**config.mk**
```make
export PLATFORM = sky130hd
export DESIGN_NAME = bpc_final
export DESIGN_NICKNAME = d
export VERILOG_FILES = /design/src/hw/rtl/bpc_pkg.sv /design/src/hw/rtl/bpc_final.sv
export SDC_FILE = /design/constraint.sdc
export NUM_CORES = 2
export LEC_CHECK = 0
export ABC_AREA = 1
export BUFFER_PORTS_ARGS = -buffer_cell sky130_fd_sc_hd__buf_2
export CAP_MARGIN = 30
export CORE_ASPECT_RATIO = 0.6
export CORE_MARGIN = 2
export CORE_UTILIZATION = 63
export DETAILED_ROUTE_END_ITERATION = 10
export PLACE_DENSITY = 0.8
export SYNTH_ARGS = -nofsm -noshare
export SYNTH_HDL_FRONTEND = slang
export SYNTH_SLANG_ARGS = --single-unit
```
**constraint.sdc**
```tcl
create_clock -name clk -period 20.3 [get_ports clk]
set_input_delay 1.015 -clock clk [delete_from_list [all_inputs] [get_ports clk]]
set_output_delay 1.015 -clock clk [all_outputs]
set_load 0.02 [all_outputs]
```
**src/hw/rtl/bpc_pkg.sv**
```systemverilog
// ---------------------------------------------------------------------------
// bpc_pkg
// Shared types and constants of the barometric pressure compensation unit.
// ---------------------------------------------------------------------------
`timescale 1ns / 1ps

package bpc_pkg;

  // field widths
  localparam int RAW_T_W = 16;
  localparam int RAW_P_W = 24;
  localparam int TEMP_W  = 16;
  localparam int PRESS_W = 20;

  // divider sizes: temperature quotient and pressure quotient
  localparam int TDIV_NW = 27;
  localparam int TDIV_DW = 19;
  localparam int PDIV_NW = 33;
  localparam int PDIV_DW = 17;

  // compensation constants
  localparam int                 B6_OFFSET = 4000;
  localparam int                 T_ROUND   = 8;
  localparam int                 B3_ROUND  = 2;
  localparam logic [31:0]        B4_BIAS   = 32'd32768;
  localparam logic [15:0]        P_SCALE   = 16'd50000;
  localparam logic [11:0]        C_SQ      = 12'd3038;
  localparam logic signed [14:0] C_LIN     = -15'sd7357;
  localparam int                 C_OFS     = 3791;
  localparam logic [19:0]        PRESS_MAX = 20'hFFFFF;
  localparam int                 TEMP_MAX  = 32767;
  localparam int                 TEMP_MIN  = -32768;

  // configuration register indexes
  typedef enum logic [1:0] {
    CFG_CAL_FIRST  = 2'd0,
    CFG_CAL_SECOND = 2'd1,
    CFG_CAL_THIRD  = 2'd2,
    CFG_OSS        = 2'd3
  } cfg_idx_t;

  // decoded calibration set, raw bit patterns
  typedef struct packed {
    logic [15:0] ac1;
    logic [15:0] ac2;
    logic [15:0] ac3;
    logic [15:0] ac4;
    logic [15:0] ac5;
    logic [15:0] ac6;
    logic [15:0] b1;
    logic [15:0] b2;
    logic [15:0] mc;
    logic [15:0] md;
    logic [1:0]  oss;
  } cal_t;

  // sideband through the temperature divider
  typedef struct packed {
    logic [18:0] x1;
    logic        neg;
    logic        den_zero;
    logic [23:0] up;
  } tside_t;

  // sideband through the pressure divider
  typedef struct packed {
    logic [15:0] temp;
    logic        t_fault;
    logic        p_fault;
    logic        dbl;
  } pside_t;

  // one result beat
  typedef struct packed {
    logic        math_fault;
    logic [19:0] pressure_pa;
    logic [15:0] temperature_tenths;
  } res_t;

endpackage

```
**src/hw/rtl/bpc_final.sv**
```systemverilog
// ---------------------------------------------------------------------------
// bpc_final
// Pressure correction polynomial, saturation and fault masking.
// ---------------------------------------------------------------------------
`timescale 1ns / 1ps

module bpc_final
  import bpc_pkg::*;
(
  input  logic               clk,
  input  logic               rst_n,
  input  logic               en,
  input  logic               in_valid,
  input  logic [PDIV_NW-1:0] quo,
  input  pside_t             side,
  output logic               res_valid,
  output res_t               res
);

  // stage 1: p, (p >> 8) squared, linear term
  logic [33:0]        q;
  logic [25:0]        ph;
  logic [51:0]        sq;
  logic signed [49:0] m;

  always_comb begin
    q  = side.dbl ? {quo, 1'b0} : {1'b0, quo};
    ph = q[33:8];
    sq = ph * ph;
    m  = $signed({1'b0, q}) * C_LIN;
  end

  logic               v1_r;
  logic [33:0]        q1_r;
  logic [51:0]        sq_r;
  logic signed [49:0] m_r;
  pside_t             side1_r;

  always_ff @(posedge clk) begin
    if (en) begin
      q1_r    <= q;
      sq_r    <= sq;
      m_r     <= m;
      side1_r <= side;
    end
  end

  // stage 2: scale the square term
  logic [63:0] sqk;

  assign sqk = sq_r * C_SQ;

  logic               v2_r;
  logic [33:0]        q2_r;
  logic [47:0]        x1_r;
  logic signed [33:0] x2_r;
  pside_t             side2_r;

  always_ff @(posedge clk) begin
    if (en) begin
      q2_r    <= q1_r;
      x1_r    <= sqk[63:16];
      x2_r    <= m_r[49:16];
      side2_r <= side1_r;
    end
  end

  // stage 3: add the correction, clamp, apply faults
  logic signed [49:0] corr, p;
  res_t               res_nxt;

  always_comb begin
    corr = $signed({2'b00, x1_r}) + 50'(x2_r) + 50'(C_OFS);
    p    = $signed({16'b0, q2_r}) + (corr >>> 4);
    res_nxt.math_fault         = side2_r.t_fault | side2_r.p_fault;
    res_nxt.temperature_tenths = side2_r.temp;
    if (side2_r.t_fault || side2_r.p_fault || p < 0) begin
      res_nxt.pressure_pa = '0;
    end else if (p > $signed({30'b0, PRESS_MAX})) begin
      res_nxt.pressure_pa = PRESS_MAX;
    end else begin
      res_nxt.pressure_pa = p[19:0];
    end
  end

  logic v3_r;
  res_t res_r;

  always_ff @(posedge clk) begin
    if (en) begin
      res_r <= res_nxt;
    end
  end

  always_ff @(posedge clk) begin
    if (!rst_n) begin
      v1_r <= 1'b0;
      v2_r <= 1'b0;
      v3_r <= 1'b0;
    end else if (en) begin
      v1_r <= in_valid;
      v2_r <= v1_r;
      v3_r <= v2_r;
    end
  end

  assign res_valid = v3_r;
  assign res       = res_r;

endmodule

```
==> results.txt <==
----------------------------------------------------
[Status]
  Outcome ... completed

[Detailed routing]
  Pre-antenna DRT Iters ... 6
  Routed Wire Length ... 178000 um
  Routed Antenna Nets ... 0
  Routed wirelength normalized by instance count ... 23.6 um
  Iteration-0 DRC Markers ... 4953
  DRC ... 0
  Via count ... ~44000
  Via density per instance ... 5.77

[Critical path]
  Endpoint required time on the critical path ... 20600 ps
  Critical path destination ... sq_r[49]$_DFFE_PP_
  Kind of launch point of the worst setup path ... input pin
  Biggest cell delay along the critical path ... 760 ps
  CP Launch Point ... side[0]
  Type of the worst setup path ... input pin to flip-flop
  Worst-case reg-to-reg path depth ... 23
  Worst reg2reg setup slack ... roughly 14000 ps
  Worst reg2reg path endpoint ... x1_r[35]$_DFFE_PP_
  Signal arrival time at the worst endpoint ... ~9900 ps
  Worst reg2reg path startpoint ... sq_r[6]$_DFFE_PP_
  Largest fanout on the critical path ... 56
  Cell with the largest stage delay on the worst path ... clkinv_1
  Crit. End Element ... flip-flop
  Crit-path most repeated cell ... fa_1

[Global route]
  GRT Resource Usage Total ... 39.7%
  Pin count of the biggest net entering global routing ... 153
  Overall overflow remaining after global route ... 0
  Antenna violations before repair ... 11
  First-pass GRT wire length ... 270000 um
  Vias in the first global route ... 44300

[Clock tree]
  TritonCTS clock tree ... done
  Cell at the root of the clock tree ... clkbuf_16
  Post-cts resize count ... 0
  Setup Fix Bufs, Post-CTS ... 0
  Worst-path clk slew ... 70 ps
  Number of clock sinks ... 308
  Clock latency on the worst-skew pair ... approximately 600 ps
  Deepest level of the CTS H-tree ... 2
  Number of buffers inserted during clock tree synthesis ... 34
  Clock Path Buffers ... 3
  Number of hold buffers added after cts ... 0

[Floorplanning]
  Standard-cell row count ... 84
  Die outline height ... around 240 um
  Boundary pin count ... 94
  Horiz. Die Dim ... 390 um
  Core Area ... about 88000 sq um
  Die Outline Area ... slightly above 90000 sq um
  Initial cell density of the core ... 64.0%

[Timing]
  Endpoints failing hold ... 0
  Minimum clock period ... 9550 ps
  Total negative setup slack ... 0 ps
  Total setup violations reported at the end of the flow ... 0
  Highest clock frequency the design can meet ... approximately 100 MHz
  Setup repair after global routing missed its margin ... no
  Final clock skew ... 47.2 ps
  Max-Slew Margin vs Limit ... 27.3%
  Post-route fraction of the period consumed by the critical path ... 47.1%
  Transition at the pin with the smallest max-transition slack ... 1090 ps
  Max-slew violation count ... 0

[Run]
  Number of max-cap violations ... 0

[Layout]
  Ratio of cells with drive above 1 in the final layout ... ~4.8%
  Number of fill cells ... just over 7000
  Fin nets ... about 8000
  Post-synthesis to final-layout area growth ... 5.65%

[Synthesis]
  Async set or reset register ratio after synthesis ... 0%
  Count of distinct cell types in the synthesized netlist ... 53
  Yosys warning total ... 0
  Mapped Cells ... 6262
  Post-synth EDFFs ... slightly above 300
  Top FF cell, synth ... edfxtp_1
  Number of storage elements in the synthesis netlist ... 308
  Post-Synthesis Cell Area ... around 56000 sq um
  Mapped Avg Cell Area ... 9.01 sq um
  Sequential element share of the synthesized area ... between 10% and 20%

[Min path]
  Hold Path Class ... flip-flop to flip-flop
  Cell count of the worst hold path ... 0

[Place]
  GPL Wtd Cong ... 1.04
  Count of input and output buffers ... 93
  HPWL after DPL ... approximately 150000 um

----------------------------------------------------
[state kept, by name (all words and copies together) (netlist names)]
signal and count:
sq_r 50, x1_r 48, res 37, q1_r 34, q2_r 34, m_r 33, x2_r 33, side1_r 18
res_nxt 16, side2_r 2, res_valid 1, v1_r 1, v2_r 1
[metal layers]
metal  global-route usage [%]  up-vias  wire length (um)
met5                        0        -                13
met4                     7.59        2              4260
met3                     20.8      306             32100
met2                     51.2     2578             66100
met1                     59.0    21400             75800
li1                         -    19400                 -
[critical path: cells and delay by family]
kind / cells / cell delay [ps]
XOR/XNOR: 1 / 120
AND/OR/NAND/NOR: 6 / 990
adder cells (fa/ha/maj): 9 / 4490
buffers and inverters: 10 / 2370
AO/OA/AOI/OAI: 3 / 800
[logic make-up after synthesis]
logic type                 count (synthesis)  synth area share, %
AOI/OAI and AO/OA                        630                 6.26
adders and majority gates               1695                 50.5
buffers and inverters                   1804                 12.0
other                                      1              0.00664
and+or+nand+nor                         1629                 11.8
DFF                                      308                 16.3
xor gates and xnor gates                 195                 3.03
[cells in the mapped netlist, types with 7 or more instances]
cell type | n | share of area (%)
inv_1 | 1732 | 12
fa_1 | 972 | 34
nand2_1 | 872 | 5.8
ha_1 | 723 | 16
nor2_1 | 502 | 3.3
a21oi_1 | 317 | 2.8
edfxtp_1 | 305 | 16
o21ai_0 | 131 | 1.2
xor2_1 | 111 | 1.7
nand3_1 | 97 | 0.86
xnor2_1 | 84 | 1.3
a31oi_1 | 50 | 0.55
clkbuf_1 | 39 | 0.26
nand4_1 | 34 | 0.38
nor2_2 | 30 | 0.33
nor3_1 | 25 | 0.22
o21ai_1 | 25 | 0.22
o21a_1 | 19 | 0.25
nand2_2 | 16 | 0.18
or2_2 | 16 | 0.18
a21o_1 | 14 | 0.19
clkinv_1 | 14 | 0.093
inv_2 | 14 | 0.093
o21bai_1 | 13 | 0.17
a21oi_2 | 11 | 0.17
nor4_1 | 10 | 0.11
nor3_2 | 9 | 0.16
o211ai_1 | 9 | 0.12
o221ai_1 | 8 | 0.12
o31ai_1 | 7 | 0.093
[cell usage in the layout (no fill, tap or decap), types with 14 or more instances in the layout]
| cell type | netlist | routed |
|---|---|---|
| inv_1 | 1732 | 1732 |
| fa_1 | 972 | 972 |
| nand2_1 | 872 | 872 |
| ha_1 | 723 | 723 |
| nor2_1 | 502 | 502 |
| a21oi_1 | 317 | 317 |
| edfxtp_1 | 305 | 305 |
| o21ai_0 | 131 | 125 |
| xor2_1 | 111 | 111 |
| nand3_1 | 97 | 97 |
| buf_2 | 1 | 93 |
| xnor2_1 | 84 | 84 |
| a31oi_1 | 50 | 50 |
| clkbuf_16 | 0 | 35 |
| nand4_1 | 34 | 34 |
| buf_4 | 0 | 31 |
| nor2_2 | 30 | 30 |
| nor3_1 | 25 | 25 |
| clkinv_1 | 14 | 19 |
| o21a_1 | 19 | 19 |
| o21ai_1 | 25 | 18 |
| or2_2 | 16 | 16 |
| nand2_2 | 16 | 16 |
| a21o_1 | 14 | 14 |
| inv_2 | 14 | 14 |
[worst min-delay path by stage]
stage	slack, ps	startpoint	endpoint
global placement	400	side1_r[9]$_DFFE_PP_	res_nxt[6]$_DFFE_PP_
CTS	390	m_r[25]$_DFFE_PP_	x2_r[9]$_DFFE_PP_
finish	390	res_nxt[10]$_DFFE_PP_	res[10]$_DFFE_PP_
detailed placement	400	side1_r[6]$_DFFE_PP_	res_nxt[3]$_DFFE_PP_
global route	400	res_nxt[10]$_DFFE_PP_	res[10]$_DFFE_PP_
floorplan	400	q1_r[0]$_DFFE_PP_	q2_r[0]$_DFFE_PP_
[final cells by class]
type / instances / area, sq um / area share, %
well taps: 1161 / 1450 / 2.44
diodes: 4 / 10.0 / 0.0168
clock inverters: 21 / 161 / 0.271
multi-input cells: 4152 / 40500 / 67.9
clock buffers: 39 / 901 / 1.51
flip-flops and latches: 308 / 9220 / 15.5
repair buffers: 128 / 788 / 1.32
inverters: 1760 / 6610 / 11.1
[stage by stage]
stage	area, sq um	hold WS, ps	util, %	setup WS, ps	cells
6_report	59600	392	67.6	10750	7573
5_1_grt	59600	403	67.6	10540	7569
4_1_cts	59600	395	67.6	11070	7569
3_5_place_dp	58600	405	66.4	10490	7509
3_3_place_gp	58500	400	66.3	10610	7505
2_1_floorplan	56400	400	-	12390	6264
Power is not shown: default switching activity piles up to over one toggle a cycle in this logic, so the estimate is an artifact.
