===== config.mk =====
export PLATFORM = sky130hd
export DESIGN_NAME = bpc_div
export DESIGN_NICKNAME = d
export VERILOG_FILES = /design/src/hw/rtl/bpc_pkg.sv /design/src/hw/rtl/bpc_div.sv
export SDC_FILE = /design/constraint.sdc
export NUM_CORES = 2
export LEC_CHECK = 0
export ABC_AREA = 1
export BUFFER_PORTS_ARGS = -buffer_cell sky130_fd_sc_hd__buf_2
export CELL_PAD_IN_SITES_DETAIL_PLACEMENT = 0
export CELL_PAD_IN_SITES_GLOBAL_PLACEMENT = 2
export CORE_MARGIN = 3
export CORE_UTILIZATION = 42
export CTS_CLUSTER_DIAMETER = 40
export DETAILED_ROUTE_END_ITERATION = 10
export GPL_ROUTABILITY_DRIVEN = 0
export HOLD_SLACK_MARGIN = 0.03
export PLACE_DENSITY = 0.79
export SETUP_SLACK_MARGIN = 0.05
export SYNTH_ARGS = -nofsm -noshare
export SYNTH_HDL_FRONTEND = slang
export SYNTH_SLANG_ARGS = --single-unit
export TNS_END_PERCENT = 1

===== constraint.sdc =====
create_clock -name clk -period 3.32 [get_ports clk]
set_clock_uncertainty 0.1 [all_clocks]
set_input_delay 0.996 -clock clk [delete_from_list [all_inputs] [get_ports clk]]
set_output_delay 0.996 -clock clk [all_outputs]
set_load 0.02 [all_outputs]

===== src/hw/rtl/bpc_pkg.sv =====
// ---------------------------------------------------------------------------
// bpc_pkg
// Shared types and constants of the barometric pressure compensation unit.
// ---------------------------------------------------------------------------
`timescale 1ns / 1ps

package bpc_pkg;

  // field widths
  localparam int RAW_T_W = 16;
  localparam int RAW_P_W = 24;
  localparam int TEMP_W  = 16;
  localparam int PRESS_W = 20;

  // divider sizes: temperature quotient and pressure quotient
  localparam int TDIV_NW = 27;
  localparam int TDIV_DW = 19;
  localparam int PDIV_NW = 33;
  localparam int PDIV_DW = 17;

  // compensation constants
  localparam int                 B6_OFFSET = 4000;
  localparam int                 T_ROUND   = 8;
  localparam int                 B3_ROUND  = 2;
  localparam logic [31:0]        B4_BIAS   = 32'd32768;
  localparam logic [15:0]        P_SCALE   = 16'd50000;
  localparam logic [11:0]        C_SQ      = 12'd3038;
  localparam logic signed [14:0] C_LIN     = -15'sd7357;
  localparam int                 C_OFS     = 3791;
  localparam logic [19:0]        PRESS_MAX = 20'hFFFFF;
  localparam int                 TEMP_MAX  = 32767;
  localparam int                 TEMP_MIN  = -32768;

  // configuration register indexes
  typedef enum logic [1:0] {
    CFG_CAL_FIRST  = 2'd0,
    CFG_CAL_SECOND = 2'd1,
    CFG_CAL_THIRD  = 2'd2,
    CFG_OSS        = 2'd3
  } cfg_idx_t;

  // decoded calibration set, raw bit patterns
  typedef struct packed {
    logic [15:0] ac1;
    logic [15:0] ac2;
    logic [15:0] ac3;
    logic [15:0] ac4;
    logic [15:0] ac5;
    logic [15:0] ac6;
    logic [15:0] b1;
    logic [15:0] b2;
    logic [15:0] mc;
    logic [15:0] md;
    logic [1:0]  oss;
  } cal_t;

  // sideband through the temperature divider
  typedef struct packed {
    logic [18:0] x1;
    logic        neg;
    logic        den_zero;
    logic [23:0] up;
  } tside_t;

  // sideband through the pressure divider
  typedef struct packed {
    logic [15:0] temp;
    logic        t_fault;
    logic        p_fault;
    logic        dbl;
  } pside_t;

  // one result beat
  typedef struct packed {
    logic        math_fault;
    logic [19:0] pressure_pa;
    logic [15:0] temperature_tenths;
  } res_t;

endpackage


===== src/hw/rtl/bpc_div.sv =====
// ---------------------------------------------------------------------------
// bpc_div
// Pipelined restoring divider, one quotient bit per stage, with sideband.
// ---------------------------------------------------------------------------
`timescale 1ns / 1ps

module bpc_div
  import bpc_pkg::*;
#(
  parameter int NW = TDIV_NW,
  parameter int DW = TDIV_DW,
  parameter int SW = 1
) (
  input  logic          clk,
  input  logic          rst_n,
  input  logic          en,
  input  logic          in_valid,
  input  logic [NW-1:0] dividend,
  input  logic [DW-1:0] divisor,
  input  logic [SW-1:0] in_side,
  output logic          out_valid,
  output logic [NW-1:0] quotient,
  output logic [SW-1:0] out_side
);

  logic          vld_r  [NW];
  logic [DW-1:0] rem_r  [NW];
  logic [NW-1:0] quo_r  [NW];
  logic [DW-1:0] dvs_r  [NW];
  logic [SW-1:0] side_r [NW];

  for (genvar i = 0; i < NW; i++) begin : g_stage
    logic          vld_in;
    logic [DW-1:0] rem_in;
    logic [NW-1:0] quo_in;
    logic [DW-1:0] dvs_in;
    logic [SW-1:0] side_in;
    logic [DW:0]   trial;
    logic [DW:0]   diff;
    logic          take;
    logic [DW-1:0] rem_nxt;

    if (i == 0) begin : g_first
      assign vld_in  = in_valid;
      assign rem_in  = '0;
      assign quo_in  = dividend;
      assign dvs_in  = divisor;
      assign side_in = in_side;
    end else begin : g_next
      assign vld_in  = vld_r[i-1];
      assign rem_in  = rem_r[i-1];
      assign quo_in  = quo_r[i-1];
      assign dvs_in  = dvs_r[i-1];
      assign side_in = side_r[i-1];
    end

    // shift in next dividend bit, trial subtract
    assign trial   = {rem_in, quo_in[NW-1]};
    assign diff    = trial - {1'b0, dvs_in};
    assign take    = (trial >= {1'b0, dvs_in});
    assign rem_nxt = take ? diff[DW-1:0] : trial[DW-1:0];

    always_ff @(posedge clk) begin
      if (!rst_n) begin
        vld_r[i] <= 1'b0;
      end else if (en) begin
        vld_r[i] <= vld_in;
      end
    end

    always_ff @(posedge clk) begin
      if (en) begin
        rem_r[i]  <= rem_nxt;
        quo_r[i]  <= {quo_in[NW-2:0], take};
        dvs_r[i]  <= dvs_in;
        side_r[i] <= side_in;
      end
    end
  end

  assign out_valid = vld_r[NW-1];
  assign quotient  = quo_r[NW-1];
  assign out_side  = side_r[NW-1];

endmodule


==> reports/summary.txt <==
FLOORPLANNING
----------------------------------------------------------------------------------------------------
CORE AREA ............................................................................. 215000 sq um
Vertical die dimension ................................................................       472 um
Starting density of the core ..........................................................        0.424
Io pins ...............................................................................           80
Floorplan die width ...................................................................       472 um
Die ar. ............................................................................... 223000 sq um
Site row count ........................................................................          170

GLOBAL ROUTE
----------------------------------------------------------------------------------------------------
Global-route usage over all layers ....................................................        0.197
Maximum number of pins on one net before global-route repair ..........................          110
Antenna violations before repair ......................................................            4
Via count of the first global-routing pass ............................................        60765
GR Overflow Total .....................................................................            0
Global-route wire length before repair ................................................       346 mm

SYNTHESIS
----------------------------------------------------------------------------------------------------
Number of instances in the synthesized netlist ........................................         9544
Number of distinct library cell variants in the gate-level netlist after synthesis ....           34
Number of synthesis warnings ..........................................................            0
Netlist area before placement .........................................................  91200 sq um
Mean instance size in the synthesized netlist .........................................   9.55 sq um
Post-synthesis sequential element count ...............................................         1771
Post-Syn Nets .........................................................................        10116
Sequential-to-total area share from yosys stat ........................................        0.583

CLOCK TREE
----------------------------------------------------------------------------------------------------
Clock insertion delay at the later pin of the skew report .............................      0.91 ns
Clock sink total ......................................................................         1771
Clock tree from TritonCTS .............................................................        built
Number of buffers created by CTS ......................................................          299
CTS resizes ...........................................................................            0
Post-cts hold buffer count ............................................................            0
Setup Fix Bufs, Post-CTS ..............................................................            0
Depth of the CTS H-tree ...............................................................            5
Bufs on Longest Clock Path ............................................................            4
Clk root buf .......................................................................... sky130_fd_sc_hd__clkbuf_16
Clock-pin slew reported for the worst setup and hold paths after clock tree synthesis .      0.05 ns

MIN PATH
----------------------------------------------------------------------------------------------------
Terminating pin of the worst hold path ................................................ quo_r[0][6]$_DFFE_PP_
Worst Hold Class ......................................................................    in -> reg
Source of the worst hold timing path ..................................................  dividend[5]
Hold Path Cell Cnt ....................................................................            1

ROUTING
----------------------------------------------------------------------------------------------------
DR DRC count ..........................................................................            0
Final routed wirelength across all metal layers .......................................       221 mm
TritonRoute pass-1 iters ..............................................................            7
Post-route ant nets ...................................................................            0
Total number of vias ..................................................................        62549
Wire per inst .........................................................................      17.0 um
First-iteration detailed-routing DRC count ............................................         4538
Routed via count divided by cell count ................................................         4.82

PWR
----------------------------------------------------------------------------------------------------
Clock network fraction of design power ................................................        0.305
P_int .................................................................................      62.4 mW
Worst vdd ir ..........................................................................   0.000541 V
Post-route total power ................................................................      99.7 mW
Power density over the cells ..........................................................  947 nW/um^2
Combinational share of power ..........................................................        0.354
P_leak ................................................................................      48.0 nW
Sequential fraction of design power ...................................................        0.341
Switch share ..........................................................................        0.374
Switching power total .................................................................      37.3 mW

LAYOUT
----------------------------------------------------------------------------------------------------
Number of filler instances in the final layout ........................................        20205
Nets ..................................................................................        10494
Number of standard cells in the layout, taps in and fillers out .......................        12977
Area used by sequential logic in the layout ...........................................  53200 sq um
Layout cells sized above 1 ............................................................       0.0710
Multi-input combinational cell area ...................................................  31600 sq um
Most frequent cells in the layout ..................................................... 3303 x sky130_fd_sc_hd__nand2_1, 1770 x sky130_fd_sc_hd__edfxtp_1, 1492 x sky130_fd_sc_hd__inv_1
Most frequent standard cell in the layout excluding fill and tap cells ................ sky130_fd_sc_hd__nand2_1
Layout area overhead ..................................................................        15.5%

SETUP PATH
----------------------------------------------------------------------------------------------------
Startpoint of the worst-slack reg-to-reg timing path .................................. dvs_r[9][0]$_DFFE_PP_
Sort of element at the start of the critical path .....................................         flop
Number of cells traversed by the worst register-to-register path ......................           12
Critical path arrival .................................................................      3.54 ns
Flop2flop setup slack .................................................................      0.32 ns
Endpoint kind of the worst setup timing path ..........................................         flop
Crit path max fanout ..................................................................           23
Endpoint required time on the critical path ...........................................      3.86 ns
Endpoint of the most critical register-to-register path ............................... rem_r[10][12]$_DFFE_PP_
WS Path Type ..........................................................................   reg -> reg

STA
----------------------------------------------------------------------------------------------------
Number of pins exceeding their max-slew limit in the final report .....................            0
Share of the clock period used by the worst path ......................................        0.903
TNS Setup .............................................................................         0 ns
Worst hold margin .....................................................................     0.165 ns
Unrepaired setup endpoints after global routing .......................................           no
Minimum period implied by the final worst setup slack .................................      3.00 ns
Final hold viol count .................................................................            0
Measured slew at the worst slew-check pin .............................................     0.700 ns
Max-slew headroom at the worst pin ....................................................        0.533
Final setup fails .....................................................................            0
Upper clock frequency limit ...........................................................      334 MHz

PLACEMENT
----------------------------------------------------------------------------------------------------
Number of buffer cells added on primary ports .........................................           79
Dpl cells .............................................................................        12459
DP HPWL ...............................................................................       169 mm

RUN STATUS
----------------------------------------------------------------------------------------------------
Status ................................................................................ finished, final reports clean

FLOW RUN
----------------------------------------------------------------------------------------------------
Maximum capacitance violations ........................................................            0

==> sequential cells by signal, summed over array words and instances (netlist names) <==
register,cells
rem_r,494
quo_r,729
vld_r,27
side_r,27
dvs_r,494
==> kinds of logic after synthesis <==
logic type / after synthesis / share of synthesized area
simple gates: 4887 / 0.219
compound gates: 511 / 0.0292
fa+ha+maj: 521 / 0.0736
xor+xnor: 251 / 0.0241
flops: 1771 / 0.583
buf+inv: 1603 / 0.0706
==> critical path, cell delays in order (launching register included) <==
cell and delay, ns:
sky130_fd_sc_hd__edfxtp_1 0.52, sky130_fd_sc_hd__ha_1 0.29, sky130_fd_sc_hd__fa_1 0.44, sky130_fd_sc_hd__inv_1 0.10
sky130_fd_sc_hd__nand3_1 0.06, sky130_fd_sc_hd__nand3_1 0.13, sky130_fd_sc_hd__nand3_1 0.08, sky130_fd_sc_hd__nand3_1 0.14
sky130_fd_sc_hd__nand2_1 0.08, sky130_fd_sc_hd__nand2_2 0.36, sky130_fd_sc_hd__inv_2 0.25, sky130_fd_sc_hd__nand2_1 0.13
sky130_fd_sc_hd__nand2_1 0.06
==> cells in the mapped netlist <==
cell type	n	share of area
sky130_fd_sc_hd__a21boi_0	1	0.000082
sky130_fd_sc_hd__a21oi_1	301	0.017
sky130_fd_sc_hd__and2_1	33	0.0023
sky130_fd_sc_hd__and3b_1	1	0.000096
sky130_fd_sc_hd__buf_2	4	0.00022
sky130_fd_sc_hd__buf_4	42	0.0035
sky130_fd_sc_hd__buf_6	33	0.0041
sky130_fd_sc_hd__clkbuf_1	3	0.00012
sky130_fd_sc_hd__dfxtp_1	1	0.00022
sky130_fd_sc_hd__edfxtp_1	1770	0.58
sky130_fd_sc_hd__fa_1	25	0.0055
sky130_fd_sc_hd__ha_1	496	0.068
sky130_fd_sc_hd__inv_1	1492	0.061
sky130_fd_sc_hd__inv_2	25	0.0010
sky130_fd_sc_hd__inv_4	4	0.00027
sky130_fd_sc_hd__nand2_1	3303	0.14
sky130_fd_sc_hd__nand2_2	24	0.0016
sky130_fd_sc_hd__nand2_4	6	0.00074
sky130_fd_sc_hd__nand3_1	513	0.028
sky130_fd_sc_hd__nand3b_1	128	0.011
sky130_fd_sc_hd__nand4_1	15	0.0010
sky130_fd_sc_hd__nor2_1	682	0.028
sky130_fd_sc_hd__nor2_2	20	0.0014
sky130_fd_sc_hd__nor3_1	143	0.0079
sky130_fd_sc_hd__nor3_2	4	0.00044
sky130_fd_sc_hd__nor4_1	11	0.00075
sky130_fd_sc_hd__o211ai_1	1	0.000082
sky130_fd_sc_hd__o21a_1	17	0.0014
sky130_fd_sc_hd__o21ai_0	159	0.0087
sky130_fd_sc_hd__o21ai_1	10	0.00055
sky130_fd_sc_hd__o21bai_1	22	0.0018
sky130_fd_sc_hd__or2_2	4	0.00027
sky130_fd_sc_hd__xnor2_1	75	0.0072
sky130_fd_sc_hd__xor2_1	176	0.017
==> routing by layer <==
layer / global-route usage / vias up / wire length [um]
li1: - / 31964 / -
met1: 0.280 / 28986 / 105000
met2: 0.318 / 1253 / 102000
met3: 0.0291 / 346 / 9700
met4: 0.0514 / 0 / 5190
met5: 0 / - / 0
==> power groups by stage <==
stage               Sequential, mW  Clock [mW]  Combinational, mW
detailed placement            34.6           0               35.2
global placement              34.6           0               35.2
floorplan                     32.6           0               26.9
CTS                           34.2        31.3               35.4
finish                        34.0        30.5               35.3
global route                  34.4        32.3               40.8
==> final cells by class <==
| cell class | count | area share |
|---|---|---|
| sequential | 1771 | 0.505 |
| multi-input combinational | 6170 | 0.300 |
| clock buffer | 324 | 0.0728 |
| inverter | 1521 | 0.0543 |
| tap | 2838 | 0.0337 |
| clock inverter | 193 | 0.0219 |
| timing repair buffer | 159 | 0.0126 |
| antenna | 1 | 0.0000238 |
==> metrics by stage <==
step	worst slack, ns	util	cell area [sq um]
final	0.324	0.489	105000
after global routing	0.121	0.489	105000
after CTS	0.338	0.489	105000
after detailed placement	0.329	0.443	95300
after global placement	0.318	0.443	95300
after floorplan	1.02	-	91200
==> how the worst max path moves through the flow <==
stage / from / cells after the start / end
finish: dvs_r[9][0]$_DFFE_PP_ / 12 / rem_r[10][12]$_DFFE_PP_
global route: dvs_r[9][0]$_DFFE_PP_ / 12 / rem_r[10][7]$_DFFE_PP_
CTS: dvs_r[9][0]$_DFFE_PP_ / 12 / rem_r[10][6]$_DFFE_PP_
detailed placement: dvs_r[9][0]$_DFFE_PP_ / 12 / rem_r[10][6]$_DFFE_PP_
global placement: dvs_r[9][0]$_DFFE_PP_ / 12 / rem_r[10][18]$_DFFE_PP_
floorplan: dividend[26] / 9 / rem_r[0][10]$_SDFFCE_PP0P_
Power figures use the tool's default switching activity.
