[config.mk]
export PLATFORM = sky130hd
export DESIGN_NAME = bpc_temp
export DESIGN_NICKNAME = d
export VERILOG_FILES = /design/src/hw/rtl/bpc_pkg.sv /design/src/hw/rtl/bpc_temp.sv
export SDC_FILE = /design/constraint.sdc
export NUM_CORES = 1
export LEC_CHECK = 0
export BUFFER_PORTS_ARGS = -buffer_cell sky130_fd_sc_hd__buf_2
export CAP_MARGIN = 15
export CORE_UTILIZATION = 35
export CTS_CLUSTER_DIAMETER = 30
export DETAILED_ROUTE_END_ITERATION = 7
export SLEW_MARGIN = 20
export SYNTH_ARGS = -nofsm -noshare
export SYNTH_HDL_FRONTEND = slang
export SYNTH_SLANG_ARGS = --single-unit
[constraint.sdc]
create_clock -name clk -period 9.45 [get_ports clk]
set_clock_uncertainty 0.2 [all_clocks]
set_input_delay 0.945 -clock clk [delete_from_list [all_inputs] [get_ports clk]]
set_output_delay 0.945 -clock clk [all_outputs]
set_load 0.01 [all_outputs]
[src/hw/rtl/bpc_pkg.sv]
// ---------------------------------------------------------------------------
// bpc_pkg
// Shared types and constants of the barometric pressure compensation unit.
// ---------------------------------------------------------------------------
`timescale 1ns / 1ps

package bpc_pkg;

  // field widths
  localparam int RAW_T_W = 16;
  localparam int RAW_P_W = 24;
  localparam int TEMP_W  = 16;
  localparam int PRESS_W = 20;

  // divider sizes: temperature quotient and pressure quotient
  localparam int TDIV_NW = 27;
  localparam int TDIV_DW = 19;
  localparam int PDIV_NW = 33;
  localparam int PDIV_DW = 17;

  // compensation constants
  localparam int                 B6_OFFSET = 4000;
  localparam int                 T_ROUND   = 8;
  localparam int                 B3_ROUND  = 2;
  localparam logic [31:0]        B4_BIAS   = 32'd32768;
  localparam logic [15:0]        P_SCALE   = 16'd50000;
  localparam logic [11:0]        C_SQ      = 12'd3038;
  localparam logic signed [14:0] C_LIN     = -15'sd7357;
  localparam int                 C_OFS     = 3791;
  localparam logic [19:0]        PRESS_MAX = 20'hFFFFF;
  localparam int                 TEMP_MAX  = 32767;
  localparam int                 TEMP_MIN  = -32768;

  // configuration register indexes
  typedef enum logic [1:0] {
    CFG_CAL_FIRST  = 2'd0,
    CFG_CAL_SECOND = 2'd1,
    CFG_CAL_THIRD  = 2'd2,
    CFG_OSS        = 2'd3
  } cfg_idx_t;

  // decoded calibration set, raw bit patterns
  typedef struct packed {
    logic [15:0] ac1;
    logic [15:0] ac2;
    logic [15:0] ac3;
    logic [15:0] ac4;
    logic [15:0] ac5;
    logic [15:0] ac6;
    logic [15:0] b1;
    logic [15:0] b2;
    logic [15:0] mc;
    logic [15:0] md;
    logic [1:0]  oss;
  } cal_t;

  // sideband through the temperature divider
  typedef struct packed {
    logic [18:0] x1;
    logic        neg;
    logic        den_zero;
    logic [23:0] up;
  } tside_t;

  // sideband through the pressure divider
  typedef struct packed {
    logic [15:0] temp;
    logic        t_fault;
    logic        p_fault;
    logic        dbl;
  } pside_t;

  // one result beat
  typedef struct packed {
    logic        math_fault;
    logic [19:0] pressure_pa;
    logic [15:0] temperature_tenths;
  } res_t;

endpackage

[src/hw/rtl/bpc_temp.sv]
// ---------------------------------------------------------------------------
// bpc_temp
// Front end: raw temperature term and operands of the temperature division.
// ---------------------------------------------------------------------------
`timescale 1ns / 1ps

module bpc_temp
  import bpc_pkg::*;
(
  input  logic                 clk,
  input  logic                 rst_n,
  input  logic                 en,
  input  logic                 in_valid,
  input  logic [RAW_T_W-1:0]   raw_temp,
  input  logic [RAW_P_W-1:0]   raw_press,
  input  cal_t                 cal,
  output logic                 div_valid,
  output logic [TDIV_NW-1:0]   div_num,
  output logic [TDIV_DW-1:0]   div_den,
  output tside_t               div_side
);

  logic               v1_r;
  logic signed [33:0] prod_r;
  logic [23:0]        up_r;

  logic signed [16:0] dt;
  logic signed [33:0] prod_nxt;
  logic [23:0]        up_nxt;

  // (ut - ac6) * ac5, pressure alignment
  always_comb begin
    dt       = $signed({1'b0, raw_temp}) - $signed({1'b0, cal.ac6});
    prod_nxt = dt * $signed({1'b0, cal.ac5});
    up_nxt   = raw_press >> (4'd8 - {2'b00, cal.oss});
  end

  always_ff @(posedge clk) begin
    if (!rst_n) begin
      v1_r <= 1'b0;
    end else if (en) begin
      v1_r <= in_valid;
    end
  end

  always_ff @(posedge clk) begin
    if (en) begin
      prod_r <= prod_nxt;
      up_r   <= up_nxt;
    end
  end

  logic               v2_r;
  logic [26:0]        num_r;
  logic [18:0]        den_r;
  tside_t             side_r;

  logic signed [18:0] x1;
  logic signed [19:0] den;
  logic signed [26:0] num;
  logic [26:0]        num_mag;
  logic [19:0]        den_mag;
  tside_t             side_nxt;

  // divisor x1 + md, dividend mc * 2048, as magnitudes plus sign
  always_comb begin
    x1                = prod_r[33:15];
    den               = 20'(x1) + 20'($signed(cal.md));
    num               = $signed({cal.mc, 11'b0});
    num_mag           = num[26] ? 27'(-num) : 27'(num);
    den_mag           = den[19] ? 20'(-den) : 20'(den);
    side_nxt.x1       = x1;
    side_nxt.neg      = num[26] ^ den[19];
    side_nxt.den_zero = (den == '0);
    side_nxt.up       = up_r;
  end

  always_ff @(posedge clk) begin
    if (!rst_n) begin
      v2_r <= 1'b0;
    end else if (en) begin
      v2_r <= v1_r;
    end
  end

  always_ff @(posedge clk) begin
    if (en) begin
      num_r  <= num_mag;
      den_r  <= den_mag[18:0];
      side_r <= side_nxt;
    end
  end

  assign div_valid = v2_r;
  assign div_num   = num_r;
  assign div_den   = den_r;
  assign div_side  = side_r;

endmodule

==> flow_summary_export.csv, run 1 <==
group,metric,value,unit
outcome,status,"completed",
routing,wl_met2,17.6,mm
cells_and_area,multiInputGateArea,11600,µm²
clock_tree,clk_pin_slew_worst_paths,0.06,ns
timing,finalHoldViolations,0,
logic_synthesis,synth_cells,1686,
cells_and_area,area_growth,13.5,%
global_routing,grt_max_degree,91,
die,coreArea,47700,µm²
timing,worstMarginPinSlew,0.916,ns
routing,drt-initial-drc-count,511,
timing,finalSetupTns,0,ns
clock_tree,insertion_delay,0.41,ns
critical_path,cp_slowest_cell,"fa_1",
global_routing,grt_pass1_vias,12300,
routing,top_layer_used,"met4",
critical_path,start_kind,"primary input",
clock_tree,holdBufCountCts,0,
routing,drt-met1-wl,17.6,mm
logic_synthesis,ys_seq_area_share,22.0,%
die,die_area,49300,µm²
logic_synthesis,synth_area_leader_cell,"fa_1",
critical_path,crit_arrival,8.85,ns
routing,vias,11700,
cells_and_area,final_nets,2474,
logic_synthesis,synth_area_leaders,"fa_1 (33%), edfxtp_1 (22%), ha_1 (9.1%)",
routing,routed_wl,37.3,mm
critical_path,crit_family,"adder cells",
timing,setup_viol,0,
die,ioPinCount,298,
placement,io_buffers,186,
timing,max_slew_margin,38.9,%
logic_synthesis,synth_top_area_share,33.0,%
clock_tree,cts_htree_levels,4,
cells_and_area,drive_gt1_share,14.6,%
cells_and_area,finish.utilization,40.3,%
cells_and_area,n_fill_cell,4618,
routing,route.met3.wl,1.70,mm
routing,ant_nets,0,
clock_tree,cts_resized,0,
logic_synthesis,synthTopCellsByCount,"inv_1 (367), fa_1 (279), nand2_1 (191)",
logic_synthesis,async_flop_share,0,%
logic_synthesis,synth.distinct_cells,72,
logic_synthesis,synth-seq-cells,125,
logic_synthesis,syn_avg_cell_area,10.1,µm²
critical_path,slowest_delay,0.85,ns
timing,rsz0062_at_grt,"false",
routing,first_pass_iters,6,
timing,fin_crit_sh,94.2,%
clock_tree,cts_tree,"done",
critical_path,critPathMostFrequentCell,"fa_1",
timing,period_needed,8.90,ns
timing,slew_viol_final,0,
routing,wl_per_cell,14.9,µm
clock_tree,clockBufferDepth,2,
critical_path,path_buf_inv,6,
clock_tree,cts.sinks,125,
logic_synthesis,netlist_area,16900,µm²
critical_path,cp-end-kind,"register",
clock_tree,ctsRootBufferMaster,"clkbuf_16",
routing,drc,0,
placement,post_dp_cell_area,18600,µm²
die,rows,80,
hold_path,holdCritPathClass,"register to register",
critical_path,crit_fanout,17,
die,die_h,222,µm
critical_path,cp.required,9.40,ns
die,die_w,222,µm
logic_synthesis,synth_edf_count,123,
clock_tree,post_cts_buffers,0,
placement,place_congestion,0.858,
logic_synthesis,yosysMostFrequentCell,"inv_1",
run,drv_cap,0,
cells_and_area,seq_area,3730,µm²
global_routing,grt_pass1_wl,61.5,mm
global_routing,grt-ovfl-total,0,
logic_synthesis,ys.flop_type,"edfxtp_1",
routing,avgViaCountPerCell,4.67,
clock_tree,cts_buffers,17,
global_routing,grt_usage,15.5,%
global_routing,grt_antenna_before_repair,1,
placement,place_hpwl,30.9,mm
die,initial_core_util,35.5,%
timing,fmax,112,MHz
cells_and_area,final_cell_area,19200,µm²
critical_path,critPathKind,"primary input to register",
logic_synthesis,yosys_warnings,0,
[through the flow]
stage / hold slack (ns) / std cells / worst slack, ns
finish: 0.212 / 2496 / 0.551
floorplan: 0.200 / 1700 / 0.726
global route: 0.218 / 2494 / 0.0703
CTS: 0.215 / 2494 / 0.559
detailed placement: 0.205 / 2462 / 0.154
global placement: 0.201 / 2462 / 0.245
[cells by family after synthesis]
| family | synth area share [%] |
|---|---|
| compound gates | 6.50 |
| xor+xnor | 4.33 |
| fa+ha+maj | 42.0 |
| buf+inv | 9.86 |
| flops | 22.0 |
| mux | 1.88 |
| other cells | 0.0221 |
| simple gates | 13.3 |
[per-layer routing]
layer  up-vias  GRT usage, %
met5         -             0
met4         0          3.16
met3        27          1.74
met2       334          26.6
met1      5707          21.1
li1       5588             -
[path summary, 6_finish.rpt]
check / from / slack (ns) / to / cells after the start
worst min register to register: up_r[8] / 0.21 / div_side[8] / 0
worst min-delay path: up_r[8] / 0.21 / div_side[8] / 0
worst max-delay path: raw_temp[0] / 0.55 / prod_r[33] / 30
worst max register to register: prod_r[15] / 5.60 / div_den[18] / 11
[cell type report]
type,count,area share [%]
Timing Repair Buffer,211,5.85
Multi-Input combinational cell,1143,60.4
Antenna cell,2,0.0260
Clock buffer,17,2.21
Clock inverter,15,0.956
Inverter,368,7.18
Tap cell,615,4.00
Sequential cell,125,19.4
[worst reg2reg max path, cell delays in order (launching register included)]
cell and delay (ns):
edfxtp_1 0.39, ha_1 0.24, fa_1 0.42, a21o_1 0.26
a21oi_1 0.20, xnor2_1 0.14, nor4b_2 0.41, nand4b_1 0.20
or4_4 0.54, nor4b_4 0.28, a31oi_1 0.14, xor2_1 0.16
[cell usage in the layout (no fill, tap or decap), types with 32 or more instances in the layout]
cell type    n
buf_2      185
and2_1     117
nor2b_1     32
ha_1       123
edfxtp_1   123
o21ai_0     36
fa_1       279
xnor2_1     62
inv_1      367
nand2_1    191
nor2_1      32
a21oi_1     45
[registers in the layout, summed over array words and instances, names as in the netlist]
name and count:
div_num 16, up_r 24, v1_r 1, div_den 19, div_valid 1, prod_r 19, div_side 45
Power of run 1 is left out: the tool's default activity adds up to more than one toggle a clock period on the data nets, which glitch-free logic cannot reach.
==> run 2: changes to the inputs <==
--- a/config.mk
+++ b/config.mk
@@ -7,9 +7,10 @@
 export LEC_CHECK = 0
 export BUFFER_PORTS_ARGS = -buffer_cell sky130_fd_sc_hd__buf_2
 export CAP_MARGIN = 15
-export CORE_UTILIZATION = 35
+export CORE_UTILIZATION = 45
 export CTS_CLUSTER_DIAMETER = 30
 export DETAILED_ROUTE_END_ITERATION = 7
+export PLACE_DENSITY = 0.66
 export SLEW_MARGIN = 20
 export SYNTH_ARGS = -nofsm -noshare
 export SYNTH_HDL_FRONTEND = slang
==> flow_summary_export.csv, run 2 (same netlist as run 1, synthesis figures left out) <==
group,metric,value,unit
clock_tree,cts.sinks,125,
die,ioPinCount,298,
die,coreArea,36900,µm²
placement,dp_cells,2369,
clock_tree,insertion_delay,0.42,ns
outcome,status,"completed",
clock_tree,cts_htree_levels,4,
global_routing,grt_antenna_before_repair,2,
clock_tree,clk_pin_slew_worst_paths,0.06,ns
critical_path,slowest_delay,0.57,ns
timing,period_needed,8.81,ns
routing,drc,0,
critical_path,critPathMostFrequentCell,"fa_1",
routing,ant_nets,0,
global_routing,grt_pass1_vias,12600,
critical_path,crit_fanout,6,
cells_and_area,layout_commonest_cell,"inv_1",
timing,max_slew_margin,38.5,%
cells_and_area,final_nets,2492,
hold_path,holdCritPathClass,"register to register",
timing,slew_viol_final,0,
timing,finalSetupTns,0,ns
critical_path,cp-end-kind,"register",
placement,place_congestion,0.870,
timing,fmax,114,MHz
cells_and_area,finish.utilization,52.1,%
timing,fin_crit_sh,93.2,%
routing,drt-initial-drc-count,605,
cells_and_area,fin_cells,2402,
critical_path,cp_slowest_cell,"fa_1",
routing,wl_per_cell,15.0,µm
die,die_area,38400,µm²
die,initial_core_util,46.0,%
global_routing,grt-ovfl-total,0,
global_routing,grt_pass1_wl,60.8,mm
routing,avgViaCountPerCell,4.90,
routing,vias,11800,
clock_tree,cts_buffers,17,
routing,routed_wl,36.0,mm
run,drv_cap,0,
die,die_w,196,µm
clock_tree,cts_resized,0,
critical_path,start_kind,"primary input",
clock_tree,holdBufCountCts,0,
global_routing,grt_max_degree,68,
timing,rsz0062_at_grt,"false",
clock_tree,post_cts_buffers,0,
die,rows,70,
critical_path,cp.required,9.40,ns
timing,setup_viol,0,
timing,finalHoldViolations,0,
placement,io_buffers,186,
global_routing,grt_usage,19.8,%
cells_and_area,drive_gt1_share,15.3,%
timing,worstMarginPinSlew,0.922,ns
routing,first_pass_iters,5,
placement,place_hpwl,29.9,mm
clock_tree,clockBufferDepth,2,
cells_and_area,area_growth,13.3,%
clock_tree,ctsRootBufferMaster,"clkbuf_16",
cells_and_area,largest_reg_flops,45,
die,die_h,196,µm
cells_and_area,layout_common_cells,"inv_1 (367), fa_1 (279), nand2_1 (191)",
clock_tree,cts_tree,"done",
critical_path,critPathKind,"primary input to register",
critical_path,crit_arrival,8.76,ns
## run 2: changes by cell type in the layout (fill, tap and decap cells not counted), sizes merged
cell | before | now
buf | 211 | 229
bufinv | 3 | 2
clkbuf | 17 | 18
clkinv | 4 | 3
clkinvlp | 3 | 4
diode | 2 | 1
## run 2: stage by stage
step	hold WS (ns)	instance area (µm²)	setup slack (ns)
global route	0.224	19200	0.0818
global placement	0.201	18600	0.321
finish	0.212	19200	0.644
CTS	0.213	19200	0.573
detailed placement	0.205	18600	0.158
floorplan	0.200	17000	0.726
## run 2: final timing paths
path / startpoint / endpoint / slack (ns) / cells after the start
min reg2reg: up_r[0] / div_side[0] / 0.21 / 0
min: up_r[0] / div_side[0] / 0.21 / 0
max: raw_temp[0] / prod_r[33] / 0.64 / 34
max reg2reg: prod_r[15] / div_den[18] / 5.66 / 11
## run 2: routing by layer
layer  global-route usage [%]  share of wire, %  routed length (µm)
met4                     3.59              0.96                 344
met2                     35.1                49               17500
met5                        0             0.047                  17
met1                     26.2                45               16400
met3                     2.63               4.9                1750
## run 2: worst max-delay path, delay by kind of cell
kind / cells / cell delay [ns]
adders and majority gates: 9 / 4.02
and+or+nand+nor: 4 / 0.72
buffers and inverters: 7 / 0.76
AOI/OAI and AO/OA: 12 / 1.97
xor gates and xnor gates: 2 / 0.34
## run 2: area by class of cell
| cell class | count | area (µm²) |
|---|---|---|
| Inverter | 368 | 1380 |
| Clock inverter | 14 | 159 |
| Tap cell | 504 | 631 |
| Clock buffer | 18 | 429 |
| Antenna cell | 1 | 2.50 |
| Multi-Input combinational cell | 1143 | 11600 |
| Sequential cell | 125 | 3730 |
| Timing Repair Buffer | 229 | 1260 |
| Fill cell | 3395 | 17700 |
Power of run 2 is left out for the same reason.
